<file path="config.mk">
export PLATFORM = sky130hd
export DESIGN_NAME = ps2_mouse_packet_tracker
export DESIGN_NICKNAME = d
export VERILOG_FILES = /design/src/hw/rtl/ps2mt_pkg.sv /design/src/hw/rtl/ps2_mouse_packet_tracker.sv /design/src/hw/rtl/ps2mt_move.sv
export SDC_FILE = /design/constraint.sdc
export NUM_CORES = 1
export LEC_CHECK = 0
export CAP_MARGIN = 20
export CELL_PAD_IN_SITES_DETAIL_PLACEMENT = 1
export CELL_PAD_IN_SITES_GLOBAL_PLACEMENT = 1
export CORE_MARGIN = 8
export CORE_UTILIZATION = 51
export CTS_CLUSTER_SIZE = 28
export DETAILED_ROUTE_END_ITERATION = 10
export DONT_BUFFER_PORTS = 1
export GPL_TIMING_DRIVEN = 0
export PLACE_DENSITY = 0.89
export SYNTH_ARGS = -nofsm -noshare
export SYNTH_HDL_FRONTEND = slang
export SYNTH_SLANG_ARGS = --single-unit
</file>
<file path="constraint.sdc">
create_clock -name clk -period 10.16 [get_ports clk]
set_clock_uncertainty 0.15 [all_clocks]
set_input_delay 1.524 -clock clk [delete_from_list [all_inputs] [get_ports clk]]
set_output_delay 1.524 -clock clk [all_outputs]
set_load 0.02 [all_outputs]
</file>
<file path="src/hw/rtl/ps2mt_pkg.sv">
// Shared constants, types and helper functions for the PS/2 mouse packet tracker.
package ps2mt_pkg;

    // Width of the internal cursor position registers
    localparam int COORD_BITS     = 9;
    // Width of the clamp limit registers and of the reported cursor fields
    localparam int LIMIT_BITS     = 9;
    localparam int CURSOR_BITS    = 9;
    localparam int BYTE_BITS      = 8;
    localparam int CFG_INDEX_BITS = 1;
    // Result beat: cursor_x, cursor_y, left, right, padded to whole bytes
    localparam int OUT_FIELD_BITS = 2 * CURSOR_BITS + 2;
    localparam int OUT_DATA_BITS  = ((OUT_FIELD_BITS + 7) / 8) * 8;

    localparam logic [BYTE_BITS-1:0]  RESYNC_BYTE   = 8'hFA;
    localparam logic [LIMIT_BITS-1:0] X_LIMIT_RESET = 9'd320;
    localparam logic [LIMIT_BITS-1:0] Y_LIMIT_RESET = 9'd200;

    // Header byte bit positions
    localparam int HDR_LEFT_BIT  = 0;
    localparam int HDR_RIGHT_BIT = 1;
    localparam int HDR_XSIGN_BIT = 4;
    localparam int HDR_YSIGN_BIT = 5;

    // Divide by 20 as multiply by 205 / 4096; exact for magnitudes up to 256
    localparam int MAG_BITS     = BYTE_BITS + 1;
    localparam int QUOT_BITS    = 4;
    localparam int DIV20_MUL    = 205;
    localparam int DIV20_SHIFT  = 12;
    localparam int DIV20_PBITS  = MAG_BITS + 8;

    typedef enum logic [1:0] {
        PH_UNSYNC = 2'd0,
        PH_HEADER = 2'd1,
        PH_X      = 2'd2,
        PH_Y      = 2'd3
    } phase_t;

    typedef enum logic [CFG_INDEX_BITS-1:0] {
        REG_X_LIMIT = 1'b0,
        REG_Y_LIMIT = 1'b1
    } cfg_reg_t;

    // Truncating divide of a movement magnitude by 20
    function automatic logic [QUOT_BITS-1:0] div20(input logic [MAG_BITS-1:0] mag);
        logic [DIV20_PBITS-1:0] prod;
        prod = DIV20_PBITS'(mag) * DIV20_PBITS'(DIV20_MUL);
        return QUOT_BITS'(prod >> DIV20_SHIFT);
    endfunction

endpackage

</file>
<file path="src/hw/rtl/ps2_mouse_packet_tracker.sv">
// Top level: PS/2 mouse byte stream to clamped cursor position and buttons.
// An accepted byte passes through the input register and then the result register.
// Throughput: one byte per cycle while the result side takes its beats; back-pressure stalls the input.
// Every accepted byte yields exactly one result beat; tlast marks a packet's Y byte.
// Reset: phase unsynchronised, cursor at 0,0, buttons released, limits 320 and 200.
// Configuration writes take effect at once and are always accepted.
module ps2_mouse_packet_tracker (
    input  logic                                 clk,
    input  logic                                 rst_n,
    // s_axis_tdata: [7:0] byte_in
    input  logic                                 s_axis_tvalid,
    output logic                                 s_axis_tready,
    input  logic [ps2mt_pkg::BYTE_BITS-1:0]      s_axis_tdata,
    // m_axis_tdata: [8:0] cursor_x, [17:9] cursor_y, [18] left_pressed,
    //               [19] right_pressed, [23:20] zero
    output logic                                 m_axis_tvalid,
    input  logic                                 m_axis_tready,
    output logic [ps2mt_pkg::OUT_DATA_BITS-1:0]  m_axis_tdata,
    // m_axis_tlast: packet_done
    output logic                                 m_axis_tlast,
    input  logic                                 cfg_valid,
    output logic                                 cfg_ready,
    input  logic [ps2mt_pkg::CFG_INDEX_BITS-1:0] cfg_index,
    input  logic [ps2mt_pkg::LIMIT_BITS-1:0]     cfg_data
);
    import ps2mt_pkg::*;

    // Input register
    logic                  in_valid_reg;
    logic [BYTE_BITS-1:0]  in_byte_reg;

    // Tracker state
    phase_t                phase_reg, phase_next;
    logic [COORD_BITS-1:0] pos_x_reg, pos_x_next;
    logic [COORD_BITS-1:0] pos_y_reg, pos_y_next;
    logic                  left_reg, left_next;
    logic                  right_reg, right_next;
    logic                  xneg_reg, xneg_next;
    logic                  yneg_reg, yneg_next;
    logic                  done_next;

    // Limit registers
    logic [LIMIT_BITS-1:0] x_limit_reg;
    logic [LIMIT_BITS-1:0] y_limit_reg;

    // Result register
    logic                   out_valid_reg;
    logic [CURSOR_BITS-1:0] cursor_x_reg;
    logic [CURSOR_BITS-1:0] cursor_y_reg;
    logic                   out_left_reg;
    logic                   out_right_reg;
    logic                   out_done_reg;

    logic                  out_load;
    logic                  advance;
    logic                  is_resync;
    logic [COORD_BITS-1:0] move_x_pos;
    logic [COORD_BITS-1:0] move_y_pos;

    // Handshake: result register frees when empty or taken
    assign out_load      = !out_valid_reg || m_axis_tready;
    assign advance       = in_valid_reg && out_load;
    assign s_axis_tready = !in_valid_reg || out_load;
    assign cfg_ready     = 1'b1;

    // Input register control
    always_ff @(posedge clk or negedge rst_n)
    begin
        if (!rst_n)
        begin
            in_valid_reg <= 1'b0;
        end
        else if (s_axis_tready)
        begin
            in_valid_reg <= s_axis_tvalid;
        end
    end

    // Capture the byte on an accepted beat
    always_ff @(posedge clk)
    begin
        if (s_axis_tvalid && s_axis_tready)
        begin
            in_byte_reg <= s_axis_tdata;
        end
    end

    // Limit registers
    always_ff @(posedge clk or negedge rst_n)
    begin
        if (!rst_n)
        begin
            x_limit_reg <= X_LIMIT_RESET;
            y_limit_reg <= Y_LIMIT_RESET;
        end
        else if (cfg_valid && cfg_ready)
        begin
            unique case (cfg_reg_t'(cfg_index))
                REG_X_LIMIT: x_limit_reg <= cfg_data;
                REG_Y_LIMIT: y_limit_reg <= cfg_data;
            endcase
        end
    end

    // Per-axis movement units
    ps2mt_move u_move_x (
        .pos       (pos_x_reg),
        .move_byte (in_byte_reg),
        .negative  (xneg_reg),
        .limit     (x_limit_reg),
        .pos_next  (move_x_pos)
    );

    ps2mt_move u_move_y (
        .pos       (pos_y_reg),
        .move_byte (in_byte_reg),
        .negative  (yneg_reg),
        .limit     (y_limit_reg),
        .pos_next  (move_y_pos)
    );

    assign is_resync = (in_byte_reg == RESYNC_BYTE);

    // Packet phase sequencing and state update
    always_comb
    begin
        phase_next = phase_reg;
        pos_x_next = pos_x_reg;
        pos_y_next = pos_y_reg;
        left_next  = left_reg;
        right_next = right_reg;
        xneg_next  = xneg_reg;
        yneg_next  = yneg_reg;
        done_next  = 1'b0;
        if (is_resync)
        begin
            phase_next = PH_HEADER;
        end
        else
        begin
            unique case (phase_reg)
                PH_UNSYNC:
                begin
                    phase_next = PH_UNSYNC;
                end
                PH_HEADER:
                begin
                    left_next  = in_byte_reg[HDR_LEFT_BIT];
                    right_next = in_byte_reg[HDR_RIGHT_BIT];
                    xneg_next  = in_byte_reg[HDR_XSIGN_BIT];
                    yneg_next  = in_byte_reg[HDR_YSIGN_BIT];
                    phase_next = PH_X;
                end
                PH_X:
                begin
                    pos_x_next = move_x_pos;
                    phase_next = PH_Y;
                end
                PH_Y:
                begin
                    pos_y_next = move_y_pos;
                    phase_next = PH_HEADER;
                    done_next  = 1'b1;
                end
            endcase
        end
    end

    // State registers advance once per byte
    always_ff @(posedge clk or negedge rst_n)
    begin
        if (!rst_n)
        begin
            phase_reg <= PH_UNSYNC;
            pos_x_reg <= '0;
            pos_y_reg <= '0;
            left_reg  <= 1'b0;
            right_reg <= 1'b0;
            xneg_reg  <= 1'b0;
            yneg_reg  <= 1'b0;
        end
        else if (advance)
        begin
            phase_reg <= phase_next;
            pos_x_reg <= pos_x_next;
            pos_y_reg <= pos_y_next;
            left_reg  <= left_next;
            right_reg <= right_next;
            xneg_reg  <= xneg_next;
            yneg_reg  <= yneg_next;
        end
    end

    // Result register control
    always_ff @(posedge clk or negedge rst_n)
    begin
        if (!rst_n)
        begin
            out_valid_reg <= 1'b0;
        end
        else if (out_load)
        begin
            out_valid_reg <= in_valid_reg;
        end
    end

    // Load the result payload
    always_ff @(posedge clk)
    begin
        if (advance)
        begin
            cursor_x_reg  <= CURSOR_BITS'(pos_x_next);
            cursor_y_reg  <= CURSOR_BITS'(pos_y_next);
            out_left_reg  <= left_next;
            out_right_reg <= right_next;
            out_done_reg  <= done_next;
        end
    end

    assign m_axis_tvalid = out_valid_reg;
    assign m_axis_tdata  = OUT_DATA_BITS'({out_right_reg, out_left_reg,
                                           cursor_y_reg, cursor_x_reg});
    assign m_axis_tlast  = out_done_reg;

    // Unsynchronised phase can only leave towards the header phase
    assert property (@(posedge clk) disable iff (!rst_n)
        (phase_reg == PH_UNSYNC) |=> (phase_reg == PH_UNSYNC || phase_reg == PH_HEADER))
        else $error("phase left unsynchronised state other than via resync");

    // Horizontal position moves only on an X byte
    assert property (@(posedge clk) disable iff (!rst_n)
        !$stable(pos_x_reg) |-> $past(advance && phase_reg == PH_X && !is_resync))
        else $error("pos_x changed outside an X byte");

    // Vertical position moves only on a Y byte
    assert property (@(posedge clk) disable iff (!rst_n)
        !$stable(pos_y_reg) |-> $past(advance && phase_reg == PH_Y && !is_resync))
        else $error("pos_y changed outside a Y byte");

    // A completed packet is reported and the tracker returns to the header phase
    assert property (@(posedge clk) disable iff (!rst_n)
        (advance && phase_reg == PH_Y && !is_resync)
            |=> (out_valid_reg && out_done_reg && phase_reg == PH_HEADER))
        else $error("Y byte did not complete the packet");

endmodule

</file>
<file path="src/hw/rtl/ps2mt_move.sv">
// Movement update for one axis: scale the movement byte, add and clamp.
module ps2mt_move (
    input  logic [ps2mt_pkg::COORD_BITS-1:0] pos,
    input  logic [ps2mt_pkg::BYTE_BITS-1:0]  move_byte,
    input  logic                             negative,
    input  logic [ps2mt_pkg::LIMIT_BITS-1:0] limit,
    output logic [ps2mt_pkg::COORD_BITS-1:0] pos_next
);
    import ps2mt_pkg::*;

    localparam int SUM_BITS =
        ((COORD_BITS > LIMIT_BITS) ? COORD_BITS : LIMIT_BITS) + 2;
    localparam logic [SUM_BITS-1:0] CMAX = SUM_BITS'((1 << COORD_BITS) - 1);

    logic [MAG_BITS-1:0]  mag;
    logic [QUOT_BITS-1:0] quot;
    logic [SUM_BITS-1:0]  quot_ext;
    logic [SUM_BITS-1:0]  delta;
    logic [SUM_BITS-1:0]  limit_ext;
    logic [SUM_BITS-1:0]  bound;
    logic signed [SUM_BITS-1:0] sum;

    // Magnitude of the 9-bit signed movement, then truncate toward zero
    assign mag      = negative ? (MAG_BITS'(256) - MAG_BITS'(move_byte))
                               : MAG_BITS'(move_byte);
    assign quot     = div20(mag);
    assign quot_ext = SUM_BITS'(quot);
    assign delta    = negative ? (~quot_ext + SUM_BITS'(1)) : quot_ext;

    // Clamp bound is the smaller of the limit and the coordinate range
    assign limit_ext = SUM_BITS'(limit);
    assign bound     = (limit_ext > CMAX) ? CMAX : limit_ext;

    assign sum = $signed(SUM_BITS'(pos) + delta);

    // Clamp to 0..bound
    always_comb
    begin
        if (sum < 0)
        begin
            pos_next = '0;
        end
        else if ($unsigned(sum) > bound)
        begin
            pos_next = COORD_BITS'(bound);
        end
        else
        begin
            pos_next = COORD_BITS'($unsigned(sum));
        end
    end

endmodule

</file>
Word level (Yosys, flattened, before mapping)
Cells that the tools add are included.
- bits in registers: 73
- output and inout port bits: 28
- word-level logic and storage cells: 69
- add/sub/neg operators: 5
- $mul: 2
- $lt $le $gt $ge: 6
- eq/ne operators: 4
- muxes and demuxes: 21
- bitwise gates (word level): 4
- reduce and logical (&&, ||, !) cells: 10
- operators with widths (cell ; count):
    $mux W9 ; 12
    $mul A9 B8 Y16 const B ; 2
    $add A11 B1 Y11 const B ; 2
    $add A9 B11 Y11 ; 2
    $gt A11 B9 Y1 ; 2
    $lt A11 B1 Y1 const B ; 2
    $mux W11 ; 2
    $not A4 Y11 ; 2
    $gt A9 B9 Y1 const B ; 2
    $sub A9 B8 Y9 const A ; 1
    $eq A8 B8 Y1 const B ; 1
    $pmux W2 S4 ; 1
    $mux W1 ; 5
    $eq A2 B2 Y1 const B ; 2
    $reduce_and A2 Y1 ; 2
    $reduce_and A3 Y1 ; 1
    $eq A2 B1 Y1 const B ; 1
    $logic_and A1 B1 Y1 ; 2
    $logic_not A1 Y1 ; 2
    $logic_not A2 Y1 ; 1
    $logic_or A1 B1 Y1 ; 2
    $mux W2 ; 1
    $not A1 Y1 ; 2

Longest topological paths before layout
Gate-level depths: netlist (run 1).
- depth in word-level cells: 12
- gate-level depth with buffers: 45
- mapped depth without buffers: 43

Cells and area by module
Synthesis (run 1) repeated with hierarchy kept, for this count alone.
- cell total of the unflattened synthesis: 762
- area, all modules: 7698.6 um^2
- by module, submodules not included (module ; times used ; cells each ; area each (um^2) ; seq. area each (um^2)):
    ps2_mouse_packet_tracker ; 1 ; 172 ; 2942.8 ; 1978.1
    ps2mt_move at u_move_x ; 1 ; 296 ; 2404.8 ; 0.0
    ps2mt_move at u_move_y ; 1 ; 294 ; 2351.0 ; 0.0

Worst setup path after synthesis (run 1)
OpenSTA, ideal clock, no wires.
- kind: register -> register
- start point: register in_byte_reg[0]
- end point: register cursor_y_reg[0], data pin
- setup time: 0.267 ns
- arrival time: 8.497 ns
- required time: 9.743 ns
- setup slack: 1.246 ns
- stages on the path, launching flop included: 44
- path buffers: 2
- period minus slack after synthesis: 8.914 ns
- cells stage by stage: edfxtp_1 > inv_1 > ha_1 > nor4b_4 > or2b_1 > nand2_1 > xor2_1 > inv_1 > ha_1 > inv_1 > fa_1 > inv_1 > fa_1 > inv_1 > fa_1 > inv_1 > ha_1 > o21ai_0 > [... 8 more ...] > ha_1 > a21oi_1 > a21boi_0 > o21ai_0 > a21oi_1 > xor2_1 > ha_1 > nand4_1 > nor2_1 > nand4_1 > nand3_1 > a21oi_1 > or4_1 > nor3_2 > or2_1 > buf_6 > buf_12 > o211ai_2
- cells in the longest elaborated chain, start to end: 12
- elaborated cells on any way between the ends: 14
- those cells by class: 3 x add/sub; 1 x mul; 2 x order compare; 1 x eq/ne; 6 x mux; 1 x bitwise
- RTL lines (element ; line ; source):
    start, declared ; ps2_mouse_packet_tracker.sv:30 ; logic [BYTE_BITS-1:0] in_byte_reg;
    start signal, assigned ; ps2_mouse_packet_tracker.sv:84 ; in_byte_reg <= s_axis_tdata;
    $sub A9 B8 Y9 ; ps2mt_move.sv:24 ; assign mag = negative ? (MAG_BITS'(256) - MAG_BITS'(move_byte))
    $mux W9 ; ps2mt_move.sv:24 ;
    $mul A9 B8 Y16 ; ps2mt_pkg.sv:47 ; prod = DIV20_PBITS'(mag) * DIV20_PBITS'(DIV20_MUL);
    $not A4 Y11 ; ps2mt_move.sv:28 ; assign delta = negative ? (~quot_ext + SUM_BITS'(1)) : quot_ext;
    $add A11 B1 Y11 ; ps2mt_move.sv:28 ;
    $mux W11 ; ps2mt_move.sv:28 ;
    $add A9 B11 Y11 ; ps2mt_move.sv:34 ; assign sum = $signed(SUM_BITS'(pos) + delta);
    $gt A11 B9 Y1 ; ps2mt_move.sv:43 ; else if ($unsigned(sum) > bound)
    $mux W9 ; ps2mt_move.sv:43 ;
    $mux W9 ; ps2mt_move.sv:39 ; if (sum < 0)
    $mux W9 ; ps2_mouse_packet_tracker.sv:141 ; unique case (phase_reg)
    $mux W9 (*) ; ps2_mouse_packet_tracker.sv:135 ; if (is_resync)
    named net pos_y_next[0] ; ps2_mouse_packet_tracker.sv:35 ; logic [COORD_BITS-1:0] pos_y_reg, pos_y_next;
    end signal, assigned ; ps2_mouse_packet_tracker.sv:213 ; cursor_y_reg <= CURSOR_BITS'(pos_y_next);
    end, declared ; ps2_mouse_packet_tracker.sv:49 ; logic [CURSOR_BITS-1:0] cursor_y_reg;
Mark *: on every way through the listed nets, which the timed path passes. The rest lies on a longest branch.
A chain may end at the register's enable or synchronous reset.

Worst setup path after layout (run 1)
- start point: register in_byte_reg[0]
- end point: register cursor_x_reg[7], data pin
- cells in the longest elaborated chain, start to end: 12
- elaborated cells on any way between the ends: 14
- those cells by class: 3 x add/sub; 1 x mul; 2 x order compare; 1 x eq/ne; 6 x mux; 1 x bitwise
- RTL lines (element ; line ; source):
    $sub A9 B8 Y9 ; ps2mt_move.sv:24 ;
    $mux W9 ; ps2mt_move.sv:24 ;
    $mul A9 B8 Y16 ; ps2mt_pkg.sv:47 ;
    $not A4 Y11 ; ps2mt_move.sv:28 ;
    $add A11 B1 Y11 ; ps2mt_move.sv:28 ;
    $mux W11 ; ps2mt_move.sv:28 ;
    $add A9 B11 Y11 ; ps2mt_move.sv:34 ;
    $gt A11 B9 Y1 ; ps2mt_move.sv:43 ;
    $mux W9 ; ps2mt_move.sv:43 ;
    $mux W9 ; ps2mt_move.sv:39 ;
    $mux W9 ; ps2_mouse_packet_tracker.sv:141 ;
    $mux W9 (*) ; ps2_mouse_packet_tracker.sv:135 ;
    named net pos_x_next[7] ; ps2_mouse_packet_tracker.sv:34 ; logic [COORD_BITS-1:0] pos_x_reg, pos_x_next;
    end signal, assigned ; ps2_mouse_packet_tracker.sv:212 ; cursor_x_reg <= CURSOR_BITS'(pos_x_next);
    end, declared ; ps2_mouse_packet_tracker.sv:48 ; logic [CURSOR_BITS-1:0] cursor_x_reg;
Marked as above.

==> run metrics, run 1 <==
status finished, violations left; violated checks setup timing; detailed placer's ending HPWL 16,200 um; Synth Cell Area 7610 sq um; initial antenna violation count 0; first-pass GRT wire length 37,700 um; final setup margin -0.136 ns; Worst EP required 10.09 ns; Pre-Repair DR Iteration Count 7; clock root buffer clkbuf_16; crit path launch type flop; PortBufs 0; Die W 138 um; share of layout cells above drive strength 1 16.8%; Routed Wire Length 25,800 um; Die ar. 19,100 sq um; clock buffer depth 2; Inserted Clock Buffers 9; Final nets 1,023; crit-path max FO 9; H-Tree Depth 3; # DRC 0; vias in the first global route 7,112; Least-Margin Pin Slew 0.685 ns; largest cells by area after synthesis ha_1 (19%), dfrtp_1 (13%), edfxtp_1 (11%); Pins Over Slew Limit 0; initial core utilization 52.4%; GPL Wtd Cong 0.842; largest area contributor in the netlist ha_1; Period minus WS final 10.30 ns; Synth Register Bits 73; CP max stage delay 0.55 ns; via-per-instance ratio 6.39; Die Ht 138 um; most frequent cells in the layout inv_1 (114), ha_1 (112), nand2_1 (93), dfrtp_1 (39), fa_1 (30); share of the synthesized area in the top cell type 19.2%; async set-or-reset flop fraction in the synthesized netlist 60.3%; Post-Synthesis Cells 823; number of flops mapped to enable cells by yosys 29; Placement Setup Slack -0.394 ns; post-synthesis sequential area ratio 26.0%; Synth Flop Type dfrtp_1; row count 44; syn_area_per_cell 9.24 sq um; wire per inst 24.7 um; Syn. warnings 0; Layout area overhead 14.8%; Via Count 6,656; Max Clk Rate 97.1 MHz; grt ovf 0; Worst Hold Class reg2reg; CP max stage cell fa_1; Worst path most repeated cell inv_1; Core Footprint 14,500 sq um; Clock Latency Late Sink 0.36 ns; DRT iter0 DRCs 531; n_diodes 0; Period Utilization, post-route 101%; critical path data arrival time 10.23 ns; critical path class reg2reg; num ports 51; Antenna Nets Post-Route 0; global-route usage over all layers 23.9%; Hold Vio Cnt, Final 0; Max Cap Viol 0; CTS tree yes; max_slew headroom 54.3%; clk sink count 73; Yosys cell types 71; commonest non-fill, non-tap cell in the layout inv_1; Final Setup Violations 9; CP endpoint kind flop; filler instances 1,620; Clock Pin Slew Worst Setup and Hold Paths 0.06 ns; pin count of the biggest net entering global routing 45
==> cell type report <==
class                      count  area, sq um  share of cell area [%]
clock buffer                   9          225                    2.58
inverter                     118          443                    5.07
multi-input combinational    601         5360                    61.4
buffer                        33          219                    2.51
timing repair buffer          17          148                    1.69
sequential                    73         1980                    22.6
clock inverter                 7          133                    1.52
tap                          184          230                    2.64
==> routing by layer <==
| layer | wire length (um) | GRT usage, % | vias up | part of all wire [%] |
|---|---|---|---|---|
| li1 | - | - | 2875 | - |
| met1 | 9910 | 27.4 | 3386 | 38 |
| met2 | 13200 | 42.7 | 285 | 51 |
| met3 | 1450 | 4.38 | 110 | 5.6 |
| met4 | 1230 | 10.1 | 0 | 4.8 |
| met5 | 0 | 0 | - | 0 |
==> final timing paths <==
check / start / to / slack (ns) / depth (start not counted)
hold / removal: in_valid_reg / m_axis_tvalid / 0.38 / 1
setup reg to reg: in_byte_reg[0] / cursor_x_reg[7] / -0.14 / 45
setup / recovery: in_byte_reg[0] / cursor_x_reg[7] / -0.14 / 45
min in group asynchronous: rst_n / pos_x_reg[8] / 0.70 / 0
hold reg to reg: in_valid_reg / m_axis_tvalid / 0.38 / 1
max in group asynchronous: rst_n / y_limit_reg[6] / 8.97 / 0
==> critical path, delay by kind of cell, from the launching register on <==
family / cells / cell delay, ns
flip-flops: 1 / 0.47
multiplexers: 2 / 0.42
adder cells (fa/ha/maj): 9 / 3.43
XOR/XNOR: 3 / 0.59
buffers and inverters: 9 / 0.89
AO/OA/AOI/OAI: 11 / 1.89
AND/OR/NAND/NOR: 11 / 2.12
==> Yosys cell counts, types with 4 or more instances <==
cell,n
inv_1,117
xnor2_1,27
nor3_1,6
nand4_1,7
a21o_1,8
edfxtp_1,29
or2_2,4
a21oi_1,28
o211ai_2,10
nor2b_1,6
mux2i_1,12
nand2b_1,13
dfrtp_1,39
o211ai_1,7
nor2_1,29
o2111ai_1,17
buf_4,7
and2_1,6
a211oi_1,4
o21a_1,4
nand2_1,94
fa_1,30
xor2_1,26
ha_1,117
clkbuf_1,17
buf_2,4
o21ai_0,30
buf_6,5
nand3_1,29
mux2_2,13
dfstp_2,5
o21ai_1,20
==> cells by family after synthesis <==
kind of cell    count (synthesis)  synth area share, %
simple gates                  217                 14.1
fa+ha+maj                     147                 27.1
buf+inv                       152                 8.62
mux                            25                 3.50
other cells                     2               0.0987
compound gates                151                 13.8
flops                          73                 26.0
xor+xnor                       56                 6.74
==> metrics by stage <==
stage	cells	hold slack (ns)	TNS [ns]	utilization, %	instance area [sq um]
4_1_cts	1031	0.346	0	57.4	8340
2_1_floorplan	826	0.300	0	-	7620
3_3_place_gp	1010	0.316	-0.952	54.0	7850
3_5_place_dp	1010	0.330	-7.84	54.0	7850
5_1_grt	1042	0.397	-7.69	60.1	8730
6_report	1042	0.377	-0.689	60.1	8730
==> timing repair <==
item,in CTS,in global routing
buffers inserted,6,10
gates resized for setup,20,55
pin swaps,2,15
hold buffers,0,0
endpoints found under the setup margin,36,36
Power of run 1 is not shown: default switching activity piles up to over one toggle a cycle in this logic, so the estimate is an artifact.
==> run 2, diff against run 1 <==
--- a/config.mk
+++ b/config.mk
@@ -8,13 +8,13 @@
 export CAP_MARGIN = 20
 export CELL_PAD_IN_SITES_DETAIL_PLACEMENT = 1
 export CELL_PAD_IN_SITES_GLOBAL_PLACEMENT = 1
-export CORE_MARGIN = 8
 export CORE_UTILIZATION = 51
 export CTS_CLUSTER_SIZE = 28
 export DETAILED_ROUTE_END_ITERATION = 10
 export DONT_BUFFER_PORTS = 1
 export GPL_TIMING_DRIVEN = 0
 export PLACE_DENSITY = 0.89
+export REMOVE_ABC_BUFFERS = 1
 export SYNTH_ARGS = -nofsm -noshare
 export SYNTH_HDL_FRONTEND = slang
 export SYNTH_SLANG_ARGS = --single-unit
==> constraint.sdc (replaced) <==
create_clock -name clk -period 10.16 [get_ports clk]
set_clock_uncertainty 0.15 [all_clocks]
set_input_delay 1.524 -clock clk [delete_from_list [all_inputs] [get_ports clk]]
set_output_delay 1.524 -clock clk [all_outputs]
set_load 0.005 [all_outputs]
==> run 2 against run 1 <==
Against the previous run: the flow still finishes with violations (setup timing); critical path depth shrank 3; via count fell by 2.3%; global-route usage grew 4.9 points.
==> run metrics, run 2 (synthesized netlist as in run 1, its figures left out) <==
status finished, violations left (unchanged); violated checks setup timing (unchanged); # DRC 0 (unchanged); CP max stage cell or4b_4 (was fa_1); clock buffer depth 2 (unchanged); CP max stage delay 0.61 ns (was 0.55 ns); Layout area overhead 13.1% (was 14.8%); H-Tree Depth 3 (unchanged); final setup margin -0.120 ns (was -0.136 ns); grt ovf 0 (unchanged); cts hold-fix bufs 0 (unchanged); critical path class reg2reg (unchanged); GPL Wtd Cong 0.868 (was 0.842); most frequent cells in the layout inv_1 (114), ha_1 (112), nand2_1 (93), dfrtp_1 (39), fa_1 (30) (unchanged); Clock Latency Late Sink 0.36 ns (about the same); num ports 51 (unchanged); Antenna Nets Post-Route 0 (unchanged); Worst EP required 10.11 ns (was 10.09 ns); Period Utilization, post-route 101% (about the same); via-per-instance ratio 6.41 (was 6.39); FF-to-FF End cursor_x_reg[7] (unchanged); Core Footprint 14,500 sq um (unchanged); r2r worst-path depth 42 (was 45); crit path to cursor_x_reg[7] (unchanged); detailed placer's ending HPWL 15,400 um (was 16,200 um); Placement Setup Slack -0.944 ns (was -0.394 ns); CP Launch Point in_byte_reg[1] (was in_byte_reg[0]); Least-Margin Pin Slew 1.09 ns (was 0.685 ns); clock root buffer clkbuf_16 (unchanged); Clock Pin Slew Worst Setup and Hold Paths 0.07 ns (was 0.06 ns); CTS tree yes (unchanged); Worst path most repeated cell inv_1 (unchanged); row count 44 (unchanged); Pins Over Slew Limit 0 (unchanged); CP endpoint kind flop (unchanged); Die ar. 15,400 sq um (was 19,100 sq um); max_slew headroom 27.5% (was 54.3%); worst reg-to-reg setup slack -0.12 ns (was -0.14 ns); Hold Vio Cnt, Final 0 (unchanged); Worst Hold Class reg2reg (unchanged); initial antenna violation count 0 (unchanged); vias in the first global route 6,684 (was 7,112); Die Ht 124 um (was 138 um); Pre-Repair DR Iteration Count 5 (was 7); Die W 124 um (was 138 um); PortBufs 0 (unchanged); initial core utilization 52.4% (unchanged); Max Cap Viol 0 (unchanged); DRT iter0 DRCs 530 (was 531); Via Count 6,506 (was 6,656); share of layout cells above drive strength 1 17.4% (was 16.8%); wire per inst 24.8 um (was 24.7 um); pin count of the biggest net entering global routing 45 (unchanged); Period minus WS final 10.28 ns (was 10.30 ns); first-pass GRT wire length 33,900 um (was 37,700 um); Final Setup Violations 6 (was 9); Max Clk Rate 97.3 MHz (was 97.1 MHz); RSZ-0062 raised after global routing true; commonest non-fill, non-tap cell in the layout inv_1 (unchanged); Inserted Clock Buffers 9 (unchanged); clk sink count 73 (unchanged); worst r2r src in_byte_reg[1] (was in_byte_reg[0]); Final nets 996 (was 1,023); crit-path max FO 5 (was 9); crit path launch type flop (unchanged); global-route usage over all layers 28.9% (was 23.9%); Routed Wire Length 25,200 um (was 25,800 um); critical path data arrival time 10.23 ns (about the same); n_diodes 0 (unchanged)
[run 2: cell count changes in the layout (fill, tap and decap cells not counted), moves of 3 or more]
cell       previous run  this run
a21oi_1              22        19
a21oi_2               5         9
o21ai_2               1         4
buf_4                23        17
buf_2                 4         0
o21ai_1              26        23
bufinv_16             4         1
clkbuf_1             15         1
[run 2: through the flow]
step	util (%)	area (sq um)	setup TNS [ns]	cells	hold slack, ns
after global placement	52.5	7640	-14.82	976	0.320
after floorplan	-	7410	0	792	0.300
after detailed placement	52.8	7670	-25.02	978	0.328
after global routing	59.2	8600	-7.61	1015	0.401
final	59.2	8600	-0.461	1015	0.357
after CTS	56.1	8150	0	1002	0.342
[run 2: worst max-delay path, delay by kind of cell (launching register included)]
family / cells / cell delay, ns
and+or+nand+nor: 10 / 2.20
adders and majority gates: 9 / 3.29
buffers and inverters: 7 / 0.57
DFF: 1 / 0.49
muxes: 2 / 0.60
xor gates and xnor gates: 2 / 0.36
AOI/OAI and AO/OA: 12 / 2.35
[run 2: worst min path at each step]
stage / slack (ns) / startpoint / end / depth (start not counted)
final: 0.36 / in_valid_reg / m_axis_tvalid / 1
after global routing: 0.40 / in_valid_reg / m_axis_tvalid / 1
after CTS: 0.34 / in_valid_reg / m_axis_tvalid / 1
after detailed placement: 0.33 / in_valid_reg / m_axis_tvalid / 1
after global placement: 0.32 / left_reg / left_reg / 2
after floorplan: 0.30 / left_reg / left_reg / 2
[run 2: per-layer routing]
layer | vias to the layer above | track usage (%) | part of all wire, %
li1 | 2836 | - | -
met1 | 3262 | 33.5 | 38
met4 | 0 | 12.8 | 4.9
met5 | - | 0 | 0
met2 | 303 | 51.7 | 51
met3 | 105 | 5.04 | 6.2
[run 2: what timing repair did]
item | CTS | global route
gates cloned | 1 | 0
gates resized for setup | 22 | 62
setup buffers | 7 | 11
pin swaps | 3 | 16
endpoints found under the setup margin | 36 | 36
[run 2: layout make-up]
type | count | area (sq um)
multi-input combinational | 602 | 5410
timing repair buffer | 22 | 204
clock buffer | 13 | 293
sequential | 73 | 1980
fill | 1621 | 5930
tap | 184 | 230
inverter | 118 | 443
clock inverter | 3 | 43.8
Power of run 2 is left out for the same reason.
